File: config.mk
export PLATFORM = sky130hd
export DESIGN_NAME = block_instrument_handshake_core
export DESIGN_NICKNAME = d
export VERILOG_FILES = /design/src/rtl/core/bih_pkg.sv /design/src/rtl/core/bih_front.sv /design/src/rtl/core/bih_queue.sv /design/src/rtl/core/bih_back.sv /design/src/rtl/core/block_instrument_handshake_core.sv
export SDC_FILE = /design/constraint.sdc
export NUM_CORES = 1
export LEC_CHECK = 0
export ABC_CLOCK_PERIOD_IN_PS = 4800
export BUFFER_PORTS_ARGS = -buffer_cell sky130_fd_sc_hd__buf_2
export CORE_MARGIN = 4
export CORE_UTILIZATION = 45
export CTS_BUF_LIST = sky130_fd_sc_hd__clkbuf_8
export CTS_CLUSTER_SIZE = 25
export DETAILED_ROUTE_END_ITERATION = 6
export GPL_ROUTABILITY_DRIVEN = 0
export PLACE_DENSITY = 0.68
export SYNTH_ARGS = -nofsm -noshare
export SYNTH_HDL_FRONTEND = slang
export SYNTH_SLANG_ARGS = --single-unit
File: constraint.sdc
create_clock -name clk_i -period 4.8 [get_ports clk_i]
set_input_delay 0.72 -clock clk_i [delete_from_list [all_inputs] [get_ports clk_i]]
set_output_delay 0.72 -clock clk_i [all_outputs]
set_load 0.01 [all_outputs]
File: src/rtl/core/bih_pkg.sv
// ----------------------------------------------------------------------------
// bih_pkg
// Shared types, codes and helpers for the block-instrument handshake core.
// ----------------------------------------------------------------------------
package bih_pkg;

  // box state coding, shared by the remote and local boxes
  typedef enum logic [1:0] {
    ST_NORMAL  = 2'd0,
    ST_CLEAR   = 2'd1,
    ST_TRAIN   = 2'd2,
    ST_BLOCKED = 2'd3
  } state_e;

  // op class codes
  localparam logic [2:0] OP_LONG_ON   = 3'd0;
  localparam logic [2:0] OP_SHORT_OFF = 3'd3;

  // incoming event ids
  localparam logic [3:0] EV_LOCK         = 4'd0;
  localparam logic [3:0] EV_CLEAR        = 4'd1;
  localparam logic [3:0] EV_TRAIN        = 4'd2;
  localparam logic [3:0] EV_CLEARED      = 4'd3;
  localparam logic [3:0] EV_CLEAR_ACK    = 4'd6;
  localparam logic [3:0] EV_TRAIN_ACK    = 4'd7;
  localparam logic [3:0] EV_CLEARED_ACK  = 4'd8;
  localparam logic [3:0] EV_CLEAR_REFUSE = 4'd9;
  localparam logic [3:0] EV_ID_LIMIT     = 4'd10;

  // outgoing event codes
  localparam logic [3:0] OUT_BLOCKED     = 4'd0;
  localparam logic [3:0] OUT_CLEAR_ACK   = 4'd1;
  localparam logic [3:0] OUT_TRAIN_ACK   = 4'd2;
  localparam logic [3:0] OUT_CLEARED_ACK = 4'd3;
  localparam logic [3:0] OUT_BELL        = 4'd4;
  localparam logic [3:0] OUT_CLEAR       = 4'd6;
  localparam logic [3:0] OUT_TRAIN       = 4'd7;
  localparam logic [3:0] OUT_CLEARED     = 4'd8;

  // local switch ids
  localparam logic [1:0] SW_LINE_CLEAR = 2'd0;
  localparam logic [1:0] SW_TRAIN      = 2'd1;
  localparam logic [1:0] SW_NORMAL     = 2'd2;
  localparam logic [1:0] SW_BELL       = 2'd3;

  // item kinds
  localparam logic KIND_BUS = 1'b0;

  // clear lamp codes
  localparam logic [1:0] LAMP_OFF   = 2'd0;
  localparam logic [1:0] LAMP_ON    = 2'd1;
  localparam logic [1:0] LAMP_BLINK = 2'd2;

  // command queue geometry
  localparam int QDEPTH = 2;
  localparam int QAW    = (QDEPTH > 1) ? $clog2(QDEPTH) : 1;
  localparam int QCW    = $clog2(QDEPTH + 1);

  // one classified item: up to three sends plus the state after the item
  typedef struct packed {
    logic [1:0]      n_send;
    logic [2:0][3:0] ev;
    logic [2:0]      lv;
    state_e          rem;
    state_e          loc;
  } bih_cmd_t;

  function automatic logic [1:0] clear_lamp(state_e st);
    logic [1:0] lamp;
    lamp = LAMP_OFF;
    if (st == ST_CLEAR) lamp = LAMP_ON;
    else if (st == ST_BLOCKED) lamp = LAMP_BLINK;
    return lamp;
  endfunction

endpackage

File: src/rtl/core/bih_front.sv
// ----------------------------------------------------------------------------
// bih_front
// Accepts items, steps the box state machines and builds the send list.
// ----------------------------------------------------------------------------
module bih_front (
  input  logic              clk_i,
  input  logic              rst_ni,
  input  logic              accept_i,
  input  logic              item_kind_i,
  input  logic [2:0]        op_class_i,
  input  logic [3:0]        event_id_i,
  input  logic [1:0]        switch_id_i,
  input  logic              switch_pressed_i,
  output bih_pkg::bih_cmd_t cmd_o
);
  import bih_pkg::*;

  state_e rem_q, rem_d;
  state_e loc_q, loc_d;
  logic   lock_q, lock_d;
  logic   rm_go;

  // classify the item and compute the next state and sends
  always_comb begin
    lock_d = lock_q;
    rem_d  = rem_q;
    loc_d  = loc_q;
    rm_go  = 1'b0;
    cmd_o  = '0;

    if (item_kind_i == KIND_BUS) begin
      if (op_class_i <= OP_SHORT_OFF && event_id_i < EV_ID_LIMIT) begin
        case (event_id_i)
          EV_LOCK: begin
            lock_d = (op_class_i != OP_LONG_ON);
            rm_go  = 1'b1;
          end
          EV_CLEAR, EV_TRAIN, EV_CLEARED: begin
            rm_go = (op_class_i == OP_LONG_ON);
          end
          EV_CLEAR_ACK:    loc_d = ST_CLEAR;
          EV_TRAIN_ACK:    loc_d = ST_TRAIN;
          EV_CLEARED_ACK:  loc_d = ST_NORMAL;
          EV_CLEAR_REFUSE: loc_d = ST_BLOCKED;
          default: ;
        endcase
      end

      // remote box state machine
      if (rm_go) begin
        case (rem_q)
          ST_NORMAL: begin
            if (event_id_i == EV_CLEAR) begin
              if (lock_d) begin
                rem_d         = ST_CLEAR;
                cmd_o.n_send  = 2'd2;
                cmd_o.ev[0]   = OUT_CLEARED_ACK;
                cmd_o.ev[1]   = OUT_CLEAR_ACK;
                cmd_o.lv      = 3'b010;
              end else begin
                rem_d         = ST_BLOCKED;
                cmd_o.n_send  = 2'd1;
                cmd_o.ev[0]   = OUT_BLOCKED;
                cmd_o.lv      = 3'b001;
              end
            end
          end
          ST_CLEAR: begin
            if (event_id_i == EV_TRAIN) begin
              rem_d         = ST_TRAIN;
              cmd_o.n_send  = 2'd2;
              cmd_o.ev[0]   = OUT_CLEAR_ACK;
              cmd_o.ev[1]   = OUT_TRAIN_ACK;
              cmd_o.lv      = 3'b010;
            end
          end
          ST_TRAIN: begin
            if (event_id_i == EV_CLEARED) begin
              rem_d         = ST_NORMAL;
              cmd_o.n_send  = 2'd2;
              cmd_o.ev[0]   = OUT_TRAIN_ACK;
              cmd_o.ev[1]   = OUT_CLEARED_ACK;
              cmd_o.lv      = 3'b010;
            end
          end
          default: begin
            // releasing the lock completes a refused request
            if (lock_d) begin
              rem_d         = ST_CLEAR;
              cmd_o.n_send  = 2'd3;
              cmd_o.ev[0]   = OUT_BLOCKED;
              cmd_o.ev[1]   = OUT_CLEARED_ACK;
              cmd_o.ev[2]   = OUT_CLEAR_ACK;
              cmd_o.lv      = 3'b100;
            end
          end
        endcase
      end
    end else begin
      // local switch handling
      if (switch_id_i == SW_BELL) begin
        cmd_o.n_send = 2'd1;
        cmd_o.ev[0]  = OUT_BELL;
        cmd_o.lv     = {2'b00, switch_pressed_i};
      end else if (switch_pressed_i) begin
        if (loc_q == ST_NORMAL && switch_id_i == SW_LINE_CLEAR) begin
          cmd_o.n_send = 2'd2;
          cmd_o.ev[0]  = OUT_CLEARED;
          cmd_o.ev[1]  = OUT_CLEAR;
          cmd_o.lv     = 3'b010;
        end else if (loc_q == ST_CLEAR && switch_id_i == SW_TRAIN) begin
          cmd_o.n_send = 2'd2;
          cmd_o.ev[0]  = OUT_CLEAR;
          cmd_o.ev[1]  = OUT_TRAIN;
          cmd_o.lv     = 3'b010;
        end else if (loc_q == ST_TRAIN && switch_id_i == SW_NORMAL) begin
          cmd_o.n_send = 2'd2;
          cmd_o.ev[0]  = OUT_TRAIN;
          cmd_o.ev[1]  = OUT_CLEARED;
          cmd_o.lv     = 3'b010;
        end
      end
    end

    cmd_o.rem = rem_d;
    cmd_o.loc = loc_d;
  end

  // box state registers
  always_ff @(posedge clk_i or negedge rst_ni) begin
    if (!rst_ni) begin
      rem_q  <= ST_NORMAL;
      loc_q  <= ST_NORMAL;
      lock_q <= 1'b1;
    end else if (accept_i) begin
      rem_q  <= rem_d;
      loc_q  <= loc_d;
      lock_q <= lock_d;
    end
  end

endmodule

File: src/rtl/core/bih_queue.sv
// ----------------------------------------------------------------------------
// bih_queue
// Short command queue between the front and the back.
// ----------------------------------------------------------------------------
module bih_queue (
  input  logic              clk_i,
  input  logic              rst_ni,
  input  logic              push_i,
  input  bih_pkg::bih_cmd_t push_data_i,
  input  logic              pop_i,
  output bih_pkg::bih_cmd_t head_o,
  output logic              empty_o,
  output logic              full_o
);
  import bih_pkg::*;

  bih_cmd_t         mem_q [QDEPTH];
  logic [QAW-1:0]   wr_q, rd_q;
  logic [QCW-1:0]   cnt_q;

  assign empty_o = (cnt_q == '0);
  assign full_o  = (cnt_q == QCW'(QDEPTH));
  assign head_o  = mem_q[rd_q];

  // entry storage
  always_ff @(posedge clk_i) begin
    if (push_i) mem_q[wr_q] <= push_data_i;
  end

  // pointers and fill count
  always_ff @(posedge clk_i or negedge rst_ni) begin
    if (!rst_ni) begin
      wr_q  <= '0;
      rd_q  <= '0;
      cnt_q <= '0;
    end else begin
      if (push_i) wr_q <= (wr_q == QAW'(QDEPTH - 1)) ? '0 : wr_q + 1'b1;
      if (pop_i)  rd_q <= (rd_q == QAW'(QDEPTH - 1)) ? '0 : rd_q + 1'b1;
      if (push_i && !pop_i)      cnt_q <= cnt_q + 1'b1;
      else if (pop_i && !push_i) cnt_q <= cnt_q - 1'b1;
    end
  end

endmodule

File: src/rtl/core/bih_back.sv
// ----------------------------------------------------------------------------
// bih_back
// Walks the sends of each queued command and drives the result register.
// ----------------------------------------------------------------------------
module bih_back (
  input  logic              clk_i,
  input  logic              rst_ni,
  input  bih_pkg::bih_cmd_t head_i,
  input  logic              empty_i,
  output logic              pop_o,
  output logic              out_valid_o,
  input  logic              out_stall_i,
  output logic              send_valid_o,
  output logic [3:0]        out_event_o,
  output logic              out_level_o,
  output logic              last_result_o,
  output logic [1:0]        remote_state_out_o,
  output logic [1:0]        local_state_out_o,
  output logic [1:0]        remote_clear_lamp_o,
  output logic [1:0]        local_clear_lamp_o,
  output logic              warn_lamp_o,
  output logic              occupied_lamp_o
);
  import bih_pkg::*;

  logic [1:0] idx_q, idx_d;
  logic       vld_q;
  logic       load;
  logic       send;
  logic [1:0] last_idx;
  logic       is_last;

  // result sequencing
  assign load     = !empty_i && (!vld_q || !out_stall_i);
  assign send     = (head_i.n_send != 2'd0);
  assign last_idx = send ? head_i.n_send - 2'd1 : 2'd0;
  assign is_last  = (idx_q == last_idx);
  assign pop_o    = load && is_last;
  assign idx_d    = is_last ? 2'd0 : idx_q + 2'd1;

  always_ff @(posedge clk_i or negedge rst_ni) begin
    if (!rst_ni) begin
      idx_q <= 2'd0;
      vld_q <= 1'b0;
    end else begin
      if (load) idx_q <= idx_d;
      if (load) vld_q <= 1'b1;
      else if (!out_stall_i) vld_q <= 1'b0;
    end
  end

  // result payload register
  always_ff @(posedge clk_i) begin
    if (load) begin
      send_valid_o        <= send;
      out_event_o         <= send ? head_i.ev[idx_q] : 4'd0;
      out_level_o         <= send ? head_i.lv[idx_q] : 1'b0;
      last_result_o       <= is_last;
      remote_state_out_o  <= head_i.rem;
      local_state_out_o   <= head_i.loc;
      remote_clear_lamp_o <= clear_lamp(head_i.rem);
      local_clear_lamp_o  <= clear_lamp(head_i.loc);
      warn_lamp_o         <= (head_i.rem == ST_BLOCKED);
      occupied_lamp_o     <= (head_i.rem == ST_CLEAR) || (head_i.rem == ST_TRAIN);
    end
  end

  assign out_valid_o = vld_q;

endmodule

File: src/rtl/core/block_instrument_handshake_core.sv
// ----------------------------------------------------------------------------
// block_instrument_handshake_core
// Block-instrument handshake: bus events and local switches to sends and lamps.
// ----------------------------------------------------------------------------
// Path: an item is written into the command queue on its transfer; its first
//   result loads into the free result register once no item is ahead of it.
// Throughput: one item per cycle in unless the queue is full; one result per
//   cycle out unless stalled; an item produces 1 to 3 results in turn.
// A two-entry command queue decouples input transfers from result transfers.
// Reset: boxes return to normal, commutator released, queue and output empty.
module block_instrument_handshake_core (
  input  logic       clk_i,
  input  logic       rst_ni,
  input  logic       in_valid_i,
  output logic       in_stall_o,
  input  logic       item_kind_i,
  input  logic [2:0] op_class_i,
  input  logic [3:0] event_id_i,
  input  logic [1:0] switch_id_i,
  input  logic       switch_pressed_i,
  output logic       out_valid_o,
  input  logic       out_stall_i,
  output logic       send_valid_o,
  output logic [3:0] out_event_o,
  output logic       out_level_o,
  output logic       last_result_o,
  output logic [1:0] remote_state_out_o,
  output logic [1:0] local_state_out_o,
  output logic [1:0] remote_clear_lamp_o,
  output logic [1:0] local_clear_lamp_o,
  output logic       warn_lamp_o,
  output logic       occupied_lamp_o
);
  import bih_pkg::*;

  bih_cmd_t cmd;
  bih_cmd_t head;
  logic     accept;
  logic     q_full;
  logic     q_empty;
  logic     pop;

  // input transfer
  assign in_stall_o = q_full;
  assign accept     = in_valid_i && !q_full;

  bih_front u_front (
    .clk_i            (clk_i),
    .rst_ni           (rst_ni),
    .accept_i         (accept),
    .item_kind_i      (item_kind_i),
    .op_class_i       (op_class_i),
    .event_id_i       (event_id_i),
    .switch_id_i      (switch_id_i),
    .switch_pressed_i (switch_pressed_i),
    .cmd_o            (cmd)
  );

  bih_queue u_queue (
    .clk_i       (clk_i),
    .rst_ni      (rst_ni),
    .push_i      (accept),
    .push_data_i (cmd),
    .pop_i       (pop),
    .head_o      (head),
    .empty_o     (q_empty),
    .full_o      (q_full)
  );

  bih_back u_back (
    .clk_i               (clk_i),
    .rst_ni              (rst_ni),
    .head_i              (head),
    .empty_i             (q_empty),
    .pop_o               (pop),
    .out_valid_o         (out_valid_o),
    .out_stall_i         (out_stall_i),
    .send_valid_o        (send_valid_o),
    .out_event_o         (out_event_o),
    .out_level_o         (out_level_o),
    .last_result_o       (last_result_o),
    .remote_state_out_o  (remote_state_out_o),
    .local_state_out_o   (local_state_out_o),
    .remote_clear_lamp_o (remote_clear_lamp_o),
    .local_clear_lamp_o  (local_clear_lamp_o),
    .warn_lamp_o         (warn_lamp_o),
    .occupied_lamp_o     (occupied_lamp_o)
  );

endmodule

* After elaboration in Yosys (flattened, before gate mapping)
Memory sizes are Yosys's and may differ from the RTL's. Index checks and enable logic that the tools add are counted.
Word-level totals: bits in registers 29, memory bits (writable) 42, bits of input ports 15, memories kept 1
Cells by class: add/subtract/negate cells 6, order comparisons 3, eq/ne operators 22, muxes and demuxes 61, bitwise logic cells 1, reductions and logical operators 29
Memories:
- u_queue.mem_q | depth 2, bits a word 21, rd ports 1, clocked after Yosys merged registers in 0, write ports 1, line bih_queue.sv:17 | bih_cmd_t mem_q [QDEPTH];
Operators by type and width (count):
- $mux W11 | 6
- $mux W2 | 25
- $mux W17 | 2
- $pmux W11 S3 | 1
- $mux W9 | 2
- $eq A2 B2 Y1 const B | 8
- $mux W4 | 4
- $mux W1 | 13
- $pmux W2 S3 | 2
- $eq A2 B1 Y1 const B | 5
- $logic_and A1 B1 Y1 | 9
- $bmux W4 S2 | 1
- $eq A4 B2 Y1 const B | 2
- $eq A4 B3 Y1 const B | 2
- $eq A4 B4 Y1 const B | 2
- $logic_not A2 Y1 | 4
- $pmux W2 S4 | 1
- $mux W7 | 1
- $logic_not A1 Y1 | 6
- $reduce_or A3 Y1 | 2
- $mux W5 | 1
- $add A2 B1 Y2 const B | 2
- $eq A4 B1 Y1 const B | 1
- $logic_not A4 Y1 | 1
- 15 further kinds | 19

* Depth between registers and ports, before layout
word-level depth 9, gate-level depth with buffers 9, gate-level depth less buffers 8

* Hierarchy
A second synthesis with hierarchy kept.
Unflattened totals: cells, all modules 253, area total of the unflattened synthesis 3380.7 sq um
Modules (own cells, without submodules):
- bih_queue | instances 1, cells each 81, area each 1706.6 sq um, seq. area each 1361.3 sq um
- bih_back | instances 1, cells each 69, area each 897.1 sq um, seq. area each 585.6 sq um
- bih_front | instances 1, cells each 102, area each 763.2 sq um, seq. area each 126.4 sq um
- block_instrument_handshake_core | instances 1, cells each 1, area each 13.8 sq um, seq. area each 0.0 sq um

* Worst setup path before layout
Ideal clock, no wire load.
path type input port to flip-flop, from in event_id_i[3], to mem u_queue.mem_q[0][3] in the netlist's numbering, data pin, library setup time 0.262 ns, data arrival time 1.931 ns, data required time 4.538 ns, setup slack 2.607 ns, cell stages on the path 6, buffers on the path 2, cell sequence buf_2 or2_1 buf_6 nor4_4 o31ai_1 mux2_2
RTL lines:
- from (decl) | line block_instrument_handshake_core.sv:18 | input logic [3:0] event_id_i,
- to (decl) | line bih_queue.sv:17

* Final worst setup path
from reg u_queue.rd_q, to reg u_queue.cnt_q[1]
On the way: word-level cells in the longest chain between the ends 8, elaborated cells on any way between the ends 11
RTL lines:
- from (decl) | line bih_queue.sv:18 | logic [QAW-1:0] wr_q, rd_q;
- from (signal assigned) | line bih_queue.sv:38 | if (pop_i) rd_q <= (rd_q == QAW'(QDEPTH - 1)) ? '0 : rd_q + 1'b1;
- $mem_v2 Z2 W21 (*)
- $sub A2 B1 Y2 or $reduce_bool A2 Y1 (tied branches) | line bih_back.sv:36, bih_back.sv:35
- $mux W2 (*) | line bih_back.sv:36 | assign last_idx = send ? head_i.n_send - 2'd1 : 2'd0;
- $eq A2 B2 Y1 (*) | line bih_back.sv:37 | assign is_last = (idx_q == last_idx);
- $logic_and A1 B1 Y1 (*) | line bih_back.sv:38 | assign pop_o = load && is_last;
- $logic_not A1 Y1 | line bih_queue.sv:39 | if (push_i && !pop_i) cnt_q <= cnt_q + 1'b1;
- $logic_and A1 B1 Y1 | line bih_queue.sv:39
- $mux W2 or $reduce_bool A2 Y1 (tied branches)
- to (signal assigned) | line bih_queue.sv:39
- to (signal assigned) | line bih_queue.sv:40 | else if (pop_i && !push_i) cnt_q <= cnt_q - 1'b1;
- to (decl) | line bih_queue.sv:19 | logic [QCW-1:0] cnt_q;
Mark *: on every way between the ends. The rest lies on a longest branch, timed or not. A chain may end at the register's enable or synchronous reset.

==> results by group <==
Cells and area
  – Multi-input combinational cell area: 1090 um2
  – Diode insertion count for antenna repair: 0
  – Fillers: 555
  – Syn-to-layout area delta: 11.5%
  – Final Cell Area: 3440 um2
  – Sequential cell area: 1890 um2
  – Nets: 284
  – Layout Utilization: 53.0%
  – Fraction of final layout cells sized beyond drive strength 1: 27.0%

Power
  – Power density normalized to cell area: 553 nW/um2
  – Pleak: 1.36 nW
  – Worst VDD drop: 0.000207 V

Yosys
  – Warnings from Yosys: 0
  – Post-synthesis instance area: 3090 um2
  – Most frequent cell after synthesis: sky130_fd_sc_hd__edfxtp_1
  – Post-synth top flop: sky130_fd_sc_hd__edfxtp_1
  – Area share of the leading cell type in the synthesized netlist: 51.5%
  – Distinct cell type count after synthesis: 52
  – Portion of netlist area occupied by mux cells: 8.91%
  – Synthesized area per cell: 13.2 um2
  – Flip-flop and latch count after synthesis: 65
  – Basic-gate share of the synthesized area counting and, or, nand and nor cells: 14.7%
  – Sequential share of the synthesized area: 61.3%
  – Main combinational cell family by area after synthesis: simple AND/OR/NAND/NOR gates
  – Leading area contributor after synthesis: sky130_fd_sc_hd__edfxtp_1
  – Post-Synth XOR/XNOR Area: 1.70%
  – Cell types with the highest counts after synthesis: sky130_fd_sc_hd__edfxtp_1 (53), sky130_fd_sc_hd__nand2_1 (16), sky130_fd_sc_hd__nor2_1 (15)
  – Syn Nets: 252
  – Count of flip-flops with a built-in enable after synthesis: 53
  – Top post-synthesis cells by area: sky130_fd_sc_hd__edfxtp_1 (52%), sky130_fd_sc_hd__dfrtp_1 (8.9%), sky130_fd_sc_hd__mux2_2 (3.6%)
  – Adder-cell share of the synthesized area: 1.22%
  – Synthesized-area fraction occupied by ao, oa, aoi and oai cells: 8.59%
  – Synthesized instance count: 234
  – Share of synthesized registers carrying an async set or reset: 18.5%

Drt
  – Routed wirelength normalized by instance count: 15.5 um
  – Total detailed-routing wirelength: 5380 um
  – Number of DRC violations after detailed-routing iteration 0: 84
  – Routed via count: 1937
  – Detailed-router iteration count before antenna repair: 4
  – Number of design rule violations left after detail routing: 0
  – Post-DR vias/cell: 5.58
  – Post-DRT Antenna Nets: 0

Hold path
  – Class of the tightest hold or removal check: in2async

Critical path
  – Cell type of the slowest stage on the worst timing path: sky130_fd_sc_hd__dfrtp_1
  – Worst setup SP type: flop
  – Critical Path AT: 2.86 ns
  – Delay contributed by the slowest stage of the critical path: 0.84 ns
  – Req. time, crit path: 5.05 ns
  – CP endpoint kind: flop
  – Worst path most repeated cell: sky130_fd_sc_hd__xor2_1
  – Crit path buf inv count: 1
  – Crit-path leading delay family: flip-flops
  – Largest driver fanout on the critical path: 16
  – CP Class: reg2reg
  – Series of cell instances along the critical path: mux2_4 > or3_1 > a31oi_1 > inv_1 > ha_1 > xor2_1 > nor2_1 > xor2_1

Outcome
  – Result of the run: finished clean

Floorplanning
  – IO Pins: 34
  – Area of the placeable core: 6490 um2
  – Core Rows: 29
  – Die outline area: 8250 um2
  – Horizontal die dimension: 90.9 um
  – Initial standard-cell utilization of the core: 47.6%
  – DIE HEIGHT: 90.9 um

Place
  – I/O Buffers: 33
  – Post-Place Worst Slack: 2.20 ns
  – HPWL reported at the end of detailed placement: 3840 um
  – Instance area at placement: 3290 um2

STA
  – Final critical-path required period: 2.61 ns
  – Setup Total Neg Slack: 0 ns
  – Timing-limited maximum frequency: 0.383 GHz
  – Period Utilization, post-route: 54.4%
  – Setup Viol. Count Final: 0
  – Clock tree skew after final layout: 0.00763 ns
  – Final-report max-slew violation count: 0
  – Post-Route Hold Slack: 0.282 ns
  – Unrepaired setup endpoints after global routing: no
  – Final critical-path setup slack: 2.19 ns
  – Slew at the pin with the worst max-slew slack: 0.912 ns
  – Final Hold Fails: 0
  – Worst slew slack as a fraction of its limit: 39.1%

CTS
  – CTS tree: done
  – Clock tree root buffer cell: sky130_fd_sc_hd__clkbuf_8
  – CTS sink count: 65
  – # resized after CTS: 0
  – Clock Pin Slew Worst Setup and Hold Paths: 0.07 ns
  – Max clock buf depth: 2
  – Clock buffers created by TritonCTS: 9
  – Total number of H-tree levels: 3
  – Clock Latency Late Sink: 0.33 ns
  – Hold buffers post-CTS: 0
  – Post-CTS setup buffer count: 0

GRT
  – Wire length of the first global-routing pass: 9020 um
  – Largest net degree at the start of global routing: 20
  – Vias in the first global route: 1854
  – Combined global-route utilization of all metal layers: 14.3%
  – Global route overflow: 0
  – Number of antenna violations at the first check in global routing: 0

Job
  – Max-cap violations: 0
placed cells by master (no fill, tap or decap), types with 4 or more instances in the layout:
| master | synthesis | final |
|---|---|---|
| sky130_fd_sc_hd__dfrtp_1 | 11 | 11 |
| sky130_fd_sc_hd__edfxtp_1 | 53 | 53 |
| sky130_fd_sc_hd__clkbuf_8 | 0 | 9 |
| sky130_fd_sc_hd__inv_1 | 13 | 14 |
| sky130_fd_sc_hd__nand3_1 | 9 | 9 |
| sky130_fd_sc_hd__xor2_1 | 4 | 4 |
| sky130_fd_sc_hd__and3_1 | 4 | 4 |
| sky130_fd_sc_hd__nor4_1 | 4 | 4 |
| sky130_fd_sc_hd__a21oi_1 | 4 | 4 |
| sky130_fd_sc_hd__buf_2 | 3 | 33 |
| sky130_fd_sc_hd__nand2_1 | 16 | 16 |
| sky130_fd_sc_hd__nor2_1 | 15 | 13 |
| sky130_fd_sc_hd__mux4_2 | 5 | 5 |
| sky130_fd_sc_hd__mux2_2 | 10 | 10 |
| sky130_fd_sc_hd__o211ai_1 | 4 | 4 |
| sky130_fd_sc_hd__o21ai_0 | 7 | 7 |
| sky130_fd_sc_hd__nor3_1 | 5 | 5 |
logic make-up (layout without fill, tap and decap cells):
| logic type | Yosys count | count (layout) |
|---|---|---|
| AND/OR/NAND/NOR | 80 | 80 |
| flip-flops | 65 | 65 |
| AO/OA/AOI/OAI | 36 | 36 |
| buffers and inverters | 25 | 61 |
| multiplexers | 19 | 19 |
| XOR/XNOR | 6 | 6 |
| adder cells (fa/ha/maj) | 3 | 3 |
sequential cells by signal (all words and copies together), names as in the netlist, 2 cells and up:
| signal | cells |
|---|---|
| u_queue.mem_q | 36 |
| u_back.out_event_o | 4 |
| u_back.idx_q | 2 |
| u_back.local_clear_lamp_o | 2 |
| u_back.local_state_out_o | 2 |
| u_back.remote_clear_lamp_o | 2 |
| u_back.remote_state_out_o | 2 |
| u_front.loc_q | 2 |
| u_front.rem_q | 2 |
| u_queue.cnt_q | 2 |
worst reg2reg max path, cell delays in order (launching register included):
cell                      delay (ns)
sky130_fd_sc_hd__dfrtp_1        0.84
sky130_fd_sc_hd__mux2_4         0.39
sky130_fd_sc_hd__or3_1          0.33
sky130_fd_sc_hd__a31oi_1        0.26
sky130_fd_sc_hd__inv_1          0.07
sky130_fd_sc_hd__ha_1           0.19
sky130_fd_sc_hd__xor2_1         0.15
sky130_fd_sc_hd__nor2_1         0.13
sky130_fd_sc_hd__xor2_1         0.16
final timing paths:
| check | from | cells after the start | slack [ns] | end |
|---|---|---|---|---|
| min | rst_ni | 1 | 0.28 | u_queue.rd_q |
| min in group clk_i | u_back.out_valid_o | 2 | 0.48 | u_back.out_valid_o |
| min reg2reg | u_back.out_valid_o | 2 | 0.48 | u_back.out_valid_o |
| max | u_queue.rd_q | 8 | 2.19 | u_queue.cnt_q[1] |
| max in group asynchronous | rst_ni | 1 | 4.22 | u_front.lock_q |
| max reg2reg | u_queue.rd_q | 8 | 2.19 | u_queue.cnt_q[1] |
power by group:
group | total, W | internal [W] | switching [W] | leakage (nW)
registers | 0.000968 | 0.000856 | 0.000113 | 0.657
logic | 0.000574 | 0.000259 | 0.000314 | 0.627
clock network | 0.000364 | 0.000176 | 0.000188 | 0.0788
total | 0.00191 | 0.00129 | 0.000615 | 1.36
stage by stage:
stage	cells	total power, W
3_5_place_dp	332	0.00156
6_report	347	0.00191
5_1_grt	347	0.00203
2_1_floorplan	234	0.00138
4_1_cts	347	0.00193
3_3_place_gp	332	0.00155
per-layer routing:
metal / wire length, um / global-route usage [%]
met3: 239 / 3.58
met1: 2560 / 18.8
met4: 131 / 8.29
met2: 2450 / 21.4
met5: 0 / 0
final cells by class:
| cell class | count | share of cell area [%] |
|---|---|---|
| inverters | 13 | 1.42 |
| clock inverters | 6 | 0.799 |
| well taps | 77 | 2.80 |
| repair buffers | 33 | 4.80 |
| clock buffers | 9 | 3.60 |
| multi-input cells | 144 | 31.6 |
| flip-flops and latches | 65 | 55.0 |
(Power assumes the default switching activity.)
